### src/rtl/gdo_pkg.sv
// ---------------------------------------------------------------------------
// gdo_pkg: shared types and constants for the Gregorian date offset unit
// Holds the calendar table, status codes, state encoding and the
// command/status bundles between controller and datapath.
// ---------------------------------------------------------------------------
`default_nettype none

package gdo_pkg;

  // Offset bits taken from the request (at most the 16-bit field).
  localparam int OFFSET_BITS = 16;
  // Signed running day count: holds start day plus or minus the offset.
  localparam int DAY_W       = OFFSET_BITS + 2;

  localparam int DAY_BITS    = 5;
  localparam int MON_BITS    = 4;
  localparam int YEAR_BITS   = 14;
  localparam int OFF_FIELD_W = 16;
  localparam int STAT_BITS   = 2;

  localparam int IN_DATA_W   = 40;
  localparam int OUT_DATA_W  = 24;

  localparam logic [YEAR_BITS-1:0] MAX_YEAR = YEAR_BITS'(9999);
  localparam logic [MON_BITS-1:0]  MON_JAN  = MON_BITS'(1);
  localparam logic [MON_BITS-1:0]  MON_FEB  = MON_BITS'(2);
  localparam logic [MON_BITS-1:0]  MON_DEC  = MON_BITS'(12);

  // Year mod 25 via reciprocal: q = (y * RECIP25) >> RECIP_SHIFT, exact for 14-bit y.
  localparam int RECIP25     = 5243;
  localparam int RECIP_SHIFT = 17;
  localparam int QUO_W       = 10;
  localparam int PROD_W      = YEAR_BITS + 13;
  localparam int R25_W       = 5;
  localparam logic [R25_W-1:0] R25_TOP = R25_W'(24);

  localparam logic [DAY_BITS-1:0] MONTH_LEN [12] = '{
    5'd31, 5'd28, 5'd31, 5'd30, 5'd31, 5'd30,
    5'd31, 5'd31, 5'd30, 5'd31, 5'd30, 5'd31
  };
  localparam logic [DAY_BITS-1:0] FEB_LEAP = 5'd29;

  typedef enum logic [STAT_BITS-1:0] {
    ST_OK       = 2'd0,
    ST_BAD_DATE = 2'd1,
    ST_RANGE    = 2'd2
  } status_e;

  typedef enum logic [5:0] {
    S_IDLE  = 6'b000001,
    S_QUO   = 6'b000010,
    S_REM   = 6'b000100,
    S_CHECK = 6'b001000,
    S_WALK  = 6'b010000,
    S_FIN   = 6'b100000
  } state_e;

  typedef struct packed {
    logic load;     // capture request fields
    logic quo;      // register year / 25
    logic rem;      // register year mod 25
    logic check;    // validate start date, seed day count
    logic step;     // one month step of the walk
    logic emit;     // move result into output register
  } gdo_cmd_t;

  typedef struct packed {
    logic bad_date;
    logic walk_done;
    logic range_err;
  } gdo_sts_t;

  // Gregorian leap year from the low year bits and year mod 25.
  function automatic logic is_leap(input logic [3:0] y_lo, input logic [R25_W-1:0] r25);
    is_leap = (y_lo[1:0] == 2'b00) && ((r25 != '0) || (y_lo == 4'd0));
  endfunction

  function automatic logic [DAY_BITS-1:0] days_in(input logic [MON_BITS-1:0] m,
                                                  input logic leap);
    logic [MON_BITS-1:0] idx;
    idx = m - MON_JAN;
    if (m == MON_FEB) begin
      days_in = leap ? FEB_LEAP : MONTH_LEN[1];
    end else if ((m >= MON_JAN) && (m <= MON_DEC)) begin
      days_in = MONTH_LEN[idx];
    end else begin
      days_in = '0;
    end
  endfunction

endpackage

`default_nettype wire

### src/rtl/gdo_ctrl.sv
// ---------------------------------------------------------------------------
// gdo_ctrl: request sequencer
// One-hot state machine that steps a request through capture, year
// remainder, validation and the month walk, and owns the result valid flag.
// ---------------------------------------------------------------------------
`default_nettype none

module gdo_ctrl (
  input  wire logic              clk_i,
  input  wire logic              rst_ni,
  input  wire logic              s_axis_tvalid,
  output logic                   s_axis_tready,
  output logic                   m_axis_tvalid,
  input  wire logic              m_axis_tready,
  output gdo_pkg::gdo_cmd_t      cmd_o,
  input  wire gdo_pkg::gdo_sts_t sts_i
);
  import gdo_pkg::*;

  state_e state_q, state_d;
  logic   ovld_q, ovld_d;
  logic   out_free;

  assign out_free      = !ovld_q || m_axis_tready;
  assign s_axis_tready = (state_q == S_IDLE);
  assign m_axis_tvalid = ovld_q;

  always_comb begin
    state_d = state_q;
    cmd_o   = '0;
    ovld_d  = ovld_q && !m_axis_tready;
    case (state_q)
      S_IDLE: begin
        if (s_axis_tvalid) begin
          cmd_o.load = 1'b1;
          state_d    = S_QUO;
        end
      end
      S_QUO: begin
        cmd_o.quo = 1'b1;
        state_d   = S_REM;
      end
      S_REM: begin
        cmd_o.rem = 1'b1;
        state_d   = S_CHECK;
      end
      S_CHECK: begin
        cmd_o.check = 1'b1;
        state_d     = sts_i.bad_date ? S_FIN : S_WALK;
      end
      S_WALK: begin
        cmd_o.step = 1'b1;
        if (sts_i.walk_done || sts_i.range_err) begin
          state_d = S_FIN;
        end
      end
      S_FIN: begin
        if (out_free) begin
          cmd_o.emit = 1'b1;
          ovld_d     = 1'b1;
          state_d    = S_IDLE;
        end
      end
      default: begin
        state_d = S_IDLE;
      end
    endcase
  end

  always_ff @(posedge clk_i or negedge rst_ni) begin
    if (!rst_ni) begin
      state_q <= S_IDLE;
      ovld_q  <= 1'b0;
    end else begin
      state_q <= state_d;
      ovld_q  <= ovld_d;
    end
  end

endmodule

`default_nettype wire

### src/rtl/gdo_dp.sv
// ---------------------------------------------------------------------------
// gdo_dp: date datapath
// Holds the working date, year mod 25, the signed day count and the
// output register; does one month step per command.
// ---------------------------------------------------------------------------
`default_nettype none

module gdo_dp (
  input  wire logic                                clk_i,
  input  wire logic                                req_type_i,
  input  wire logic [gdo_pkg::DAY_BITS-1:0]        start_day_i,
  input  wire logic [gdo_pkg::MON_BITS-1:0]        start_month_i,
  input  wire logic [gdo_pkg::YEAR_BITS-1:0]       start_year_i,
  input  wire logic [gdo_pkg::OFF_FIELD_W-1:0]     day_offset_i,
  input  wire gdo_pkg::gdo_cmd_t                   cmd_i,
  output gdo_pkg::gdo_sts_t                        sts_o,
  output logic [gdo_pkg::DAY_BITS-1:0]             end_day_o,
  output logic [gdo_pkg::MON_BITS-1:0]             end_month_o,
  output logic [gdo_pkg::YEAR_BITS-1:0]            end_year_o,
  output logic [gdo_pkg::STAT_BITS-1:0]            status_o
);
  import gdo_pkg::*;

  localparam logic [DAY_W-1:0] OFF_MASK = DAY_W'((64'd1 << OFFSET_BITS) - 64'd1);

  logic                  dir_q;
  logic [DAY_BITS-1:0]   d0_q;
  logic [MON_BITS-1:0]   mon_q, mon_d;
  logic [YEAR_BITS-1:0]  year_q, year_d;
  logic [DAY_W-1:0]      off_q;
  logic [QUO_W-1:0]      quo_q;
  logic [R25_W-1:0]      r25_q, r25_d;
  logic signed [DAY_W-1:0] day_q, day_d;
  status_e               stat_q, stat_d;

  logic [DAY_BITS-1:0]   res_day_q;
  logic [MON_BITS-1:0]   res_mon_q;
  logic [YEAR_BITS-1:0]  res_year_q;
  status_e               res_stat_q;

  logic [PROD_W-1:0]     prod;
  logic [YEAR_BITS-1:0]  quo25;
  logic [DAY_BITS-1:0]   dim_cur, dim_new, dim_start;
  logic signed [DAY_W-1:0] dim_cur_s, dim_new_s, d0_s;
  logic [MON_BITS-1:0]   mon_n;
  logic [YEAR_BITS-1:0]  year_n;
  logic [R25_W-1:0]      r25_n;
  logic                  done, range_err, bad_date;

  assign prod  = PROD_W'(year_q) * PROD_W'(RECIP25);
  assign quo25 = (YEAR_BITS'(quo_q) << 4) + (YEAR_BITS'(quo_q) << 3) + YEAR_BITS'(quo_q);

  assign dim_start = days_in(mon_q, is_leap(year_q[3:0], r25_q));
  assign dim_cur   = dim_start;
  assign dim_cur_s = $signed(DAY_W'(dim_cur));
  assign d0_s      = $signed(DAY_W'(d0_q));

  assign bad_date = (mon_q < MON_JAN) || (mon_q > MON_DEC) || (year_q > MAX_YEAR) ||
                    (d0_q == '0) || (d0_q > dim_start);

  // Neighbor month of the walk, with year and mod-25 wrap.
  always_comb begin
    mon_n     = mon_q;
    year_n    = year_q;
    r25_n     = r25_q;
    range_err = 1'b0;
    if (!dir_q) begin
      done = (day_q <= dim_cur_s);
      if (mon_q == MON_DEC) begin
        mon_n     = MON_JAN;
        range_err = !done && (year_q >= MAX_YEAR);
        year_n    = year_q + YEAR_BITS'(1);
        r25_n     = (r25_q == R25_TOP) ? '0 : r25_q + R25_W'(1);
      end else begin
        mon_n = mon_q + MON_BITS'(1);
      end
    end else begin
      done = (day_q > $signed(DAY_W'(0)));
      if (mon_q == MON_JAN) begin
        mon_n     = MON_DEC;
        range_err = !done && (year_q == '0);
        year_n    = year_q - YEAR_BITS'(1);
        r25_n     = (r25_q == '0) ? R25_TOP : r25_q - R25_W'(1);
      end else begin
        mon_n = mon_q - MON_BITS'(1);
      end
    end
  end

  assign dim_new   = days_in(mon_n, is_leap(year_n[3:0], r25_n));
  assign dim_new_s = $signed(DAY_W'(dim_new));

  assign sts_o.bad_date  = bad_date;
  assign sts_o.walk_done = done;
  assign sts_o.range_err = range_err;

  always_comb begin
    mon_d  = mon_q;
    year_d = year_q;
    r25_d  = r25_q;
    day_d  = day_q;
    stat_d = stat_q;
    if (cmd_i.rem) begin
      r25_d = R25_W'(year_q - quo25);
    end
    if (cmd_i.check) begin
      stat_d = bad_date ? ST_BAD_DATE : ST_OK;
      day_d  = dir_q ? (d0_s - $signed(off_q)) : (d0_s + $signed(off_q));
    end
    if (cmd_i.step) begin
      if (range_err) begin
        stat_d = ST_RANGE;
      end else if (!done) begin
        mon_d  = mon_n;
        year_d = year_n;
        r25_d  = r25_n;
        day_d  = dir_q ? (day_q + dim_new_s) : (day_q - dim_cur_s);
      end
    end
  end

  // Payload registers: no reset.
  always_ff @(posedge clk_i) begin
    if (cmd_i.load) begin
      dir_q  <= req_type_i;
      d0_q   <= start_day_i;
      mon_q  <= start_month_i;
      year_q <= start_year_i;
      off_q  <= DAY_W'(day_offset_i) & OFF_MASK;
    end else begin
      mon_q  <= mon_d;
      year_q <= year_d;
    end
    if (cmd_i.quo) begin
      quo_q <= QUO_W'(prod >> RECIP_SHIFT);
    end
    r25_q  <= r25_d;
    day_q  <= day_d;
    stat_q <= stat_d;
    if (cmd_i.emit) begin
      res_stat_q <= stat_q;
      if (stat_q == ST_OK) begin
        res_day_q  <= DAY_BITS'(day_q);
        res_mon_q  <= mon_q;
        res_year_q <= year_q;
      end else begin
        res_day_q  <= '0;
        res_mon_q  <= '0;
        res_year_q <= '0;
      end
    end
  end

  assign end_day_o   = res_day_q;
  assign end_month_o = res_mon_q;
  assign end_year_o  = res_year_q;
  assign status_o    = res_stat_q;

endmodule

`default_nettype wire

### src/rtl/gregorian_date_offset_unit.sv
// ---------------------------------------------------------------------------
// gregorian_date_offset_unit: Gregorian date plus/minus a day offset
// Validates a start date and walks month by month to the date a given
// number of days later or earlier, returning the date and a status.
// ---------------------------------------------------------------------------
// Sequence: an invalid date passes capture, quotient, remainder and check
//   before the result; a valid date also walks the months, one month per
//   cycle in the datapath walk.
// Throughput: one request at a time; the next request is taken once the
//   current result has been moved to the output register.
// Reset: rst_ni asynchronous, active low; clears state and result valid only.
`default_nettype none

module gregorian_date_offset_unit (
  input  wire logic                          clk_i,
  input  wire logic                          rst_ni,
  // Request channel.
  input  wire logic                          s_axis_tvalid,
  output logic                               s_axis_tready,
  // [4:0] start_day, [8:5] start_month, [22:9] start_year,
  // [38:23] day_offset, [39] zero fill
  input  wire logic [gdo_pkg::IN_DATA_W-1:0] s_axis_tdata,
  // [0] req_type (0 add, 1 subtract)
  input  wire logic                          s_axis_tuser,
  // Result channel.
  output logic                               m_axis_tvalid,
  input  wire logic                          m_axis_tready,
  // [4:0] end_day, [8:5] end_month, [22:9] end_year, [23] zero fill
  output logic [gdo_pkg::OUT_DATA_W-1:0]     m_axis_tdata,
  // [1:0] status (0 ok, 1 invalid date, 2 year out of range)
  output logic [gdo_pkg::STAT_BITS-1:0]      m_axis_tuser
);
  import gdo_pkg::*;

  gdo_cmd_t              cmd;
  gdo_sts_t              sts;
  logic [DAY_BITS-1:0]   end_day;
  logic [MON_BITS-1:0]   end_month;
  logic [YEAR_BITS-1:0]  end_year;

  // Sequence the request; hold the result until taken.
  gdo_ctrl u_ctrl (
    .clk_i         (clk_i),
    .rst_ni        (rst_ni),
    .s_axis_tvalid (s_axis_tvalid),
    .s_axis_tready (s_axis_tready),
    .m_axis_tvalid (m_axis_tvalid),
    .m_axis_tready (m_axis_tready),
    .cmd_o         (cmd),
    .sts_i         (sts)
  );

  // Unpack request fields straight into the datapath capture registers.
  gdo_dp u_dp (
    .clk_i         (clk_i),
    .req_type_i    (s_axis_tuser),
    .start_day_i   (s_axis_tdata[4:0]),
    .start_month_i (s_axis_tdata[8:5]),
    .start_year_i  (s_axis_tdata[22:9]),
    .day_offset_i  (s_axis_tdata[38:23]),
    .cmd_i         (cmd),
    .sts_o         (sts),
    .end_day_o     (end_day),
    .end_month_o   (end_month),
    .end_year_o    (end_year),
    .status_o      (m_axis_tuser)
  );

  // Pack the result; top bit is fill.
  assign m_axis_tdata = {1'b0, end_year, end_month, end_day};

endmodule

`default_nettype wire

### config.mk
export PLATFORM = sky130hd
export DESIGN_NAME = gregorian_date_offset_unit
export DESIGN_NICKNAME = d
export VERILOG_FILES = /design/src/rtl/gdo_pkg.sv /design/src/rtl/gdo_ctrl.sv /design/src/rtl/gdo_dp.sv /design/src/rtl/gregorian_date_offset_unit.sv
export SDC_FILE = /design/constraint.sdc
export NUM_CORES = 1
export LEC_CHECK = 0
export BUFFER_PORTS_ARGS = -buffer_cell sky130_fd_sc_hd__buf_2
export CAP_MARGIN = 10
export CORE_UTILIZATION = 40
export CTS_CLUSTER_SIZE = 14
export DETAILED_ROUTE_END_ITERATION = 10
export PLACE_DENSITY = 0.54
export SYNTH_ARGS = -nofsm -noshare
export SYNTH_HDL_FRONTEND = slang
export SYNTH_SLANG_ARGS = --single-unit
### constraint.sdc
create_clock -name clk_i -period 5.3 [get_ports clk_i]
set_clock_uncertainty 0.1 [all_clocks]
set_input_delay 1.06 -clock clk_i [delete_from_list [all_inputs] [get_ports clk_i]]
set_output_delay 1.06 -clock clk_i [all_outputs]
set_load 0.005 [all_outputs]
==> results of run 1 <==
-- cell families (layout without fill, tap and decap cells) --
| group | count (synthesis) | in the layout | share of synthesized area (%) |
|---|---|---|---|
| AND/OR/NAND/NOR | 298 | 298 | 14.93 |
| AO/OA/AOI/OAI | 237 | 237 | 15.49 |
| adder cells (fa/ha/maj) | 205 | 205 | 29.81 |
| buffers and inverters | 191 | 293 | 7.209 |
| flip-flops | 102 | 102 | 27.00 |
| XOR/XNOR | 38 | 38 | 3.234 |
| multiplexers | 20 | 20 | 2.298 |
| other | 1 | 1 | 0.03643 |
-- metal layers --
layer / up-vias / wire, um
met5: - / 0
met1: 3932 / 13940
met4: 0 / 434
met2: 175 / 11810
met3: 25 / 1056
li1: 4060 / -
-- area by class of cell --
class / count / share of cell area [%]
Clock inverter: 5 / 0.3563
Timing Repair Buffer: 127 / 6.716
Sequential cell: 102 / 23.98
Multi-Input combinational cell: 799 / 58.51
Tap cell: 330 / 3.563
Clock buffer: 11 / 2.008
Inverter: 150 / 4.859
-- cell usage after synthesis (5+ instances only) --
cell type and instances:
o22ai_1 12, a211oi_1 16, nor2_1 59, nand3_1 17
buf_1 6, clkbuf_1 27, or3_1 8, o211ai_1 10
nand4_1 14, nor4_1 9, mux2i_1 9, nand2b_1 12
o21a_1 5, ha_1 138, a21o_1 9, o32ai_1 6
a21oi_1 64, edfxtp_1 70, and3_1 13, nor3b_1 6
a31oi_1 9, mux2_2 9, xor2_1 12, nor3_1 36
and2_1 10, or2_2 6, a211o_1 6, a22oi_1 6
xnor2_1 26, inv_1 149, nand3b_1 7, o21ai_0 43
fa_1 67, dfrtp_1 6, dfxtp_1 25, buf_2 5
nor2b_1 8, nand2_1 75, o31ai_1 7, a221o_1 9
-- flip-flops by register name (all words and copies together) (netlist names), 2 cells and up --
| signal | count |
|---|---|
| u_dp.quo_q | 5 |
| u_dp.stat_q | 2 |
| u_dp.day_q | 18 |
| u_ctrl.state_q | 6 |
| u_dp.status_o | 2 |
| u_dp.mon_q | 4 |
| u_dp.d0_q | 5 |
| u_dp.r25_q | 5 |
| u_dp.year_q | 14 |
| u_dp.end_month_o | 4 |
| u_dp.off_q | 16 |
| u_dp.end_day_o | 5 |
| u_dp.end_year_o | 14 |
-- what timing repair did --
| item | in CTS | in global routing |
|---|---|---|
| setup endpoints to repair | 0 | 3 |
| setup buffers | 0 | 3 |
| resized for setup | 0 | 0 |
| hold endpoints to repair | 0 | 0 |
-- metrics by stage --
stage / cell area (um2) / hold WS (ps)
after floorplan: 10290 / 371.8
after global placement: 11290 / 409.9
after detailed placement: 11290 / 416.2
after CTS: 11560 / 411.3
after global routing: 11590 / 415.1
final: 11590 / 411.1
-- how the worst min path moves through the flow --
stage / to / depth (start not counted) / startpoint
2_1_floorplan: u_dp.status_o[0]$_DFFE_PP_ / 0 / u_dp.stat_q[0]$_DFF_P_
3_3_place_gp: u_dp.day_q[13]$_DFF_P_ / 1 / u_dp.day_q[13]$_DFF_P_
3_5_place_dp: u_dp.day_q[13]$_DFF_P_ / 1 / u_dp.day_q[13]$_DFF_P_
4_1_cts: u_ctrl.m_axis_tvalid$_DFF_PN0_ / 1 / rst_ni
5_1_grt: u_ctrl.m_axis_tvalid$_DFF_PN0_ / 1 / rst_ni
6_report: u_ctrl.m_axis_tvalid$_DFF_PN0_ / 1 / rst_ni
==> metrics.yaml, run 1 <==
outcome:
  status: "finished, final reports clean"
worst_setup_path:
  path_buf_inv: 2
  required_ps: 5320
  cp.depth: 14
  crit_end: "u_dp.quo_q[3]$_DFFE_PP_"
  cpPeakStageDelay_ps: 660
  reg2reg_depth: 14
  critPathLaunchType: "flop"
  cp_top_family: "adder cells"
  end_kind: "flop"
  r2r_start: "u_dp.year_q[9]$_DFFE_PP_"
  critPathKind: "flop to flop"
  r2r-end: "u_dp.quo_q[3]$_DFFE_PP_"
  crit_chain: "fa_1, ha_1, inv_1, fa_1, inv_1, fa_1, fa_1, ha_1, a21o_1, a221o_1, o2111ai_1, nand3b_1, a21oi_1, xnor2_1"
  startpoint: "u_dp.year_q[9]$_DFFE_PP_"
  worst-path-max-fanout: 9
  rrSetupSlack_ps: 270
  cpMaxStageDelayCell: "edfxtp_1"
  cp_common_cell: "fa_1"
  crit_arrival_ps: 5050
placed_design:
  hpwlAfterDp_mm: 21.86
  place_inst: 1505
  gp_congestion: 0.8668
  dp_slack_ps: 231.7
  io_buffers: 70
clock_network:
  htreeDepth: 3
  cts_tree: "built"
  cts_hold_buffers: 0
  cts.clk_slew.worst_paths_ps: 80
  clkLatencyLatePin_ps: 360
  numCtsBuffers: 9
  cts_buffer_depth: 2
  clkSinkCount: 102
  root_buffer: "clkbuf_16"
floorplanning:
  io_pins: 73
  die_x_um: 162.4
  die_area_um2: 26380
  dieHeight_um: 162.4
  core_area_um2: 25180
  rows: 58
  start_util_pct: 40.87
timing:
  min_period_ps: 5035
  finalCritPeriodShare_pct: 94.99
  final_max_slew_viol_count: 0
  setup_viol: 0
  slew_headroom_pct: 42.98
  tns_ps: 0
  rsz0062_at_grt: "false"
  worst_pin_slew_ps: 854.2
  max_freq_ghz: 0.1986
  final.setup.worst_slack_ps: 265.4
  finalHoldViolCount: 0
synthesis:
  synth_edf_count: 70
  syn_area_um2: 10290
  synth_flop_cell: "edfxtp_1"
  yosys_warnings: 0
  synth.top_cells.by_area: "edfxtp_1 20%, ha_1 17%, fa_1 13%"
  synth_top_area_share_pct: 20.42
  syn_avg_cell_area_um2: 9.425
  syn_nets: 1342
  ys_seq_elements: 102
  synthDistinctLibCells: 77
  synth_cells: 1092
  ys_seq_area_share_pct: 27.00
  synth_top_area_cell: "edfxtp_1"
  async_flop_share_pct: 6.863
global_route:
  grt_first_pass_wirelength_mm: 43.46
  antenna_found_initial: 0
  grt-ovfl-total: 0
  grt_use_total_pct: 21.47
  use_met1_pct: 32.51
  first_global_vias: 7824
  use_met3_pct: 2.801
  grt_max_degree: 30
  use_met2_pct: 32.05
  grt_busiest_layer: "met1"
finish:
  mostFrequentLayoutCells: "149 x inv_1, 138 x ha_1, 75 x nand2_1"
  final_common_cell: "inv_1"
  drive_above_1_share_pct: 14.66
  stdcell_count: 1524
  regArea_um2: 2779
  multi_input_area_um2: 6780
  finalNetCount: 1439
  final_core_util_pct: 46.02
  n_fill_cell: 2468
  syn_to_final_growth_pct: 12.58
  num_antenna_cells: 0
drt:
  drtPass1Iterations: 5
  wirelength_mm: 27.25
  vias: 8192
  vias_per_cell: 5.375
  drc_errors: 0
  drtIter0Drc: 536
  post_drt_wl_per_cell_um: 17.88
  ant_nets: 0
worst_hold_path:
  hold_class: "input pin to asynchronous set/reset pin"
flow_run:
  drv_cap: 0
Power of run 1 is left out: the tool's default activity adds up to more than one toggle a clock period on the data nets, which glitch-free logic cannot reach.
==> run 2: changes to the inputs <==
--- a/config.mk
+++ b/config.mk
@@ -10,7 +10,8 @@
 export CORE_UTILIZATION = 40
 export CTS_CLUSTER_SIZE = 14
 export DETAILED_ROUTE_END_ITERATION = 10
-export PLACE_DENSITY = 0.54
+export PLACE_DENSITY = 0.56
+export SKIP_LAST_GASP = 1
 export SYNTH_ARGS = -nofsm -noshare
 export SYNTH_HDL_FRONTEND = slang
 export SYNTH_SLANG_ARGS = --single-unit
==> constraint.sdc (replaced) <==
create_clock -name clk_i -period 4.5 [get_ports clk_i]
set_clock_uncertainty 0.1 [all_clocks]
set_input_delay 0.9 -clock clk_i [delete_from_list [all_inputs] [get_ports clk_i]]
set_output_delay 0.9 -clock clk_i [all_outputs]
set_load 0.005 [all_outputs]
==> run 2 against run 1 <==
The run now ends with negative setup slack left. Core utilization increased by 5.0 points. Clock-buffer cell count is 2 lower. First-iteration DRC count increased by 26%. Die area did not move. Flip-flop and latch count is the same. Global-route usage is 0.89 points higher. Largest cell class unchanged. Highest routed layer unchanged.
==> metrics.yaml, run 2 (synthesis results as in run 1) <==
outcome:
  status: "finished, violations left"
  violations: "negative setup slack"
timing:
  final.setup.worst_slack_ps: -201.9
  setup_viol: 5
  min_period_ps: 4702
  finalHoldViolCount: 0
  max_freq_ghz: 0.2127
  rsz0062_at_grt: "true"
  final_max_slew_viol_count: 0
  finalCritPeriodShare_pct: 104.5
  worst_pin_slew_ps: 1195
  slew_headroom_pct: 20.19
worst_setup_path:
  worst-path-max-fanout: 5
  critPathLaunchType: "flop"
  required_ps: 4520
  critPathKind: "flop to flop"
  end_kind: "flop"
  crit_arrival_ps: 4720
floorplanning:
  die_area_um2: 26380
  dieHeight_um: 162.4
  start_util_pct: 40.87
  io_pins: 73
  rows: 58
  core_area_um2: 25180
  die_x_um: 162.4
placed_design:
  dp_slack_ps: -419.1
  hpwlAfterDp_mm: 22.33
  gp_congestion: 0.8985
  io_buffers: 70
global_route:
  grt_max_degree: 30
  first_global_vias: 8647
  grt-ovfl-total: 0
  antenna_found_initial: 0
  grt_first_pass_wirelength_mm: 45.79
  grt_use_total_pct: 22.37
drt:
  post_drt_wl_per_cell_um: 17.73
  vias_per_cell: 5.435
  ant_nets: 0
  wirelength_mm: 28.60
  drtPass1Iterations: 5
  drtIter0Drc: 674
  vias: 8766
  drc_errors: 0
finish:
  drive_above_1_share_pct: 26.89
  largest_reg_flops: 18
  num_antenna_cells: 0
  final_common_cell: "buf_4"
  syn_to_final_growth_pct: 24.71
  mostFrequentLayoutCells: "137 x buf_4, 131 x inv_1, 107 x ha_1"
  finalNetCount: 1528
  top_regs: "u_dp.day_q x18, u_dp.off_q x16"
  regMostFlops: "u_dp.day_q"
clock_network:
  numCtsBuffers: 9
  root_buffer: "clkbuf_16"
  cts_buffer_depth: 2
  clkSinkCount: 102
  cts_hold_buffers: 0
  cts_tree: "built"
  cts.clk_slew.worst_paths_ps: 80
  clkLatencyLatePin_ps: 370
  htreeDepth: 3
worst_hold_path:
  hold_class: "input pin to asynchronous set/reset pin"
flow_run:
  drv_cap: 0
[run 2: critical path, stage by stage (launching register included)]
cell	delay, ps
edfxtp_1	420
buf_4	190
fa_1	520
ha_1	170
inv_1	60
fa_1	520
inv_1	50
fa_1	560
fa_1	450
ha_4	250
a21o_1	150
a221o_1	410
o2111ai_2	210
nand3b_1	160
a21oi_2	160
xnor2_1	70
[run 2: area by class of cell]
class                   instances  area (um2)
fillers                      2319       12350
clock inverters                 7       112.6
inverters                     150       563.0
clock buffers                   9       225.2
well taps                     330       412.9
flip-flops and latches        102        2779
repair buffers                216        1484
multi-input cells             799        7259
[run 2: metal layers]
metal / global-route usage (%) / share of wire (%)
met5: 0 / 0
met4: 8.062 / 2.5
met3: 2.801 / 5.3
met2: 33.84 / 44
met1: 32.57 / 48
[run 2: path summary, 6_finish.rpt]
path / slack, ps / depth (start not counted) / from / to
setup / recovery: -200 / 15 / u_dp.year_q[8]$_DFFE_PP_ / u_dp.quo_q[3]$_DFFE_PP_
hold / removal: 250 / 1 / rst_ni / u_ctrl.m_axis_tvalid$_DFF_PN0_
setup reg to reg: -200 / 15 / u_dp.year_q[8]$_DFFE_PP_ / u_dp.quo_q[3]$_DFFE_PP_
hold reg to reg: 440 / 1 / u_dp.day_q[13]$_DFF_P_ / u_dp.day_q[13]$_DFF_P_
max in group asynchronous: 3810 / 1 / rst_ni / u_ctrl.state_q[0]$_DFFE_PN1P_
min in group clk_i: 440 / 1 / u_dp.day_q[13]$_DFF_P_ / u_dp.day_q[13]$_DFF_P_
[run 2: timing repair]
item | in CTS | in global routing
pin swaps | 51 | 32
endpoints found under the setup margin | 26 | 38
buffers inserted | 13 | 16
gates resized for setup | 59 | 36
[run 2: stage by stage]
| stage | util [%] | hold WS, ps | std cells | TNS, ps | instance area, um2 |
|---|---|---|---|---|---|
| after floorplan | - | 371.8 | 1092 | -708.8 | 10320 |
| after global placement | 46.86 | 416.5 | 1569 | -5249 | 11800 |
| after detailed placement | 46.86 | 420.2 | 1569 | -5132 | 11800 |
| after CTS | 49.74 | 251.0 | 1597 | -971.1 | 12530 |
| after global routing | 50.97 | 255.2 | 1613 | -1836 | 12840 |
| final | 50.97 | 254.3 | 1613 | -783.0 | 12840 |
Power of run 2 is left out for the same reason.
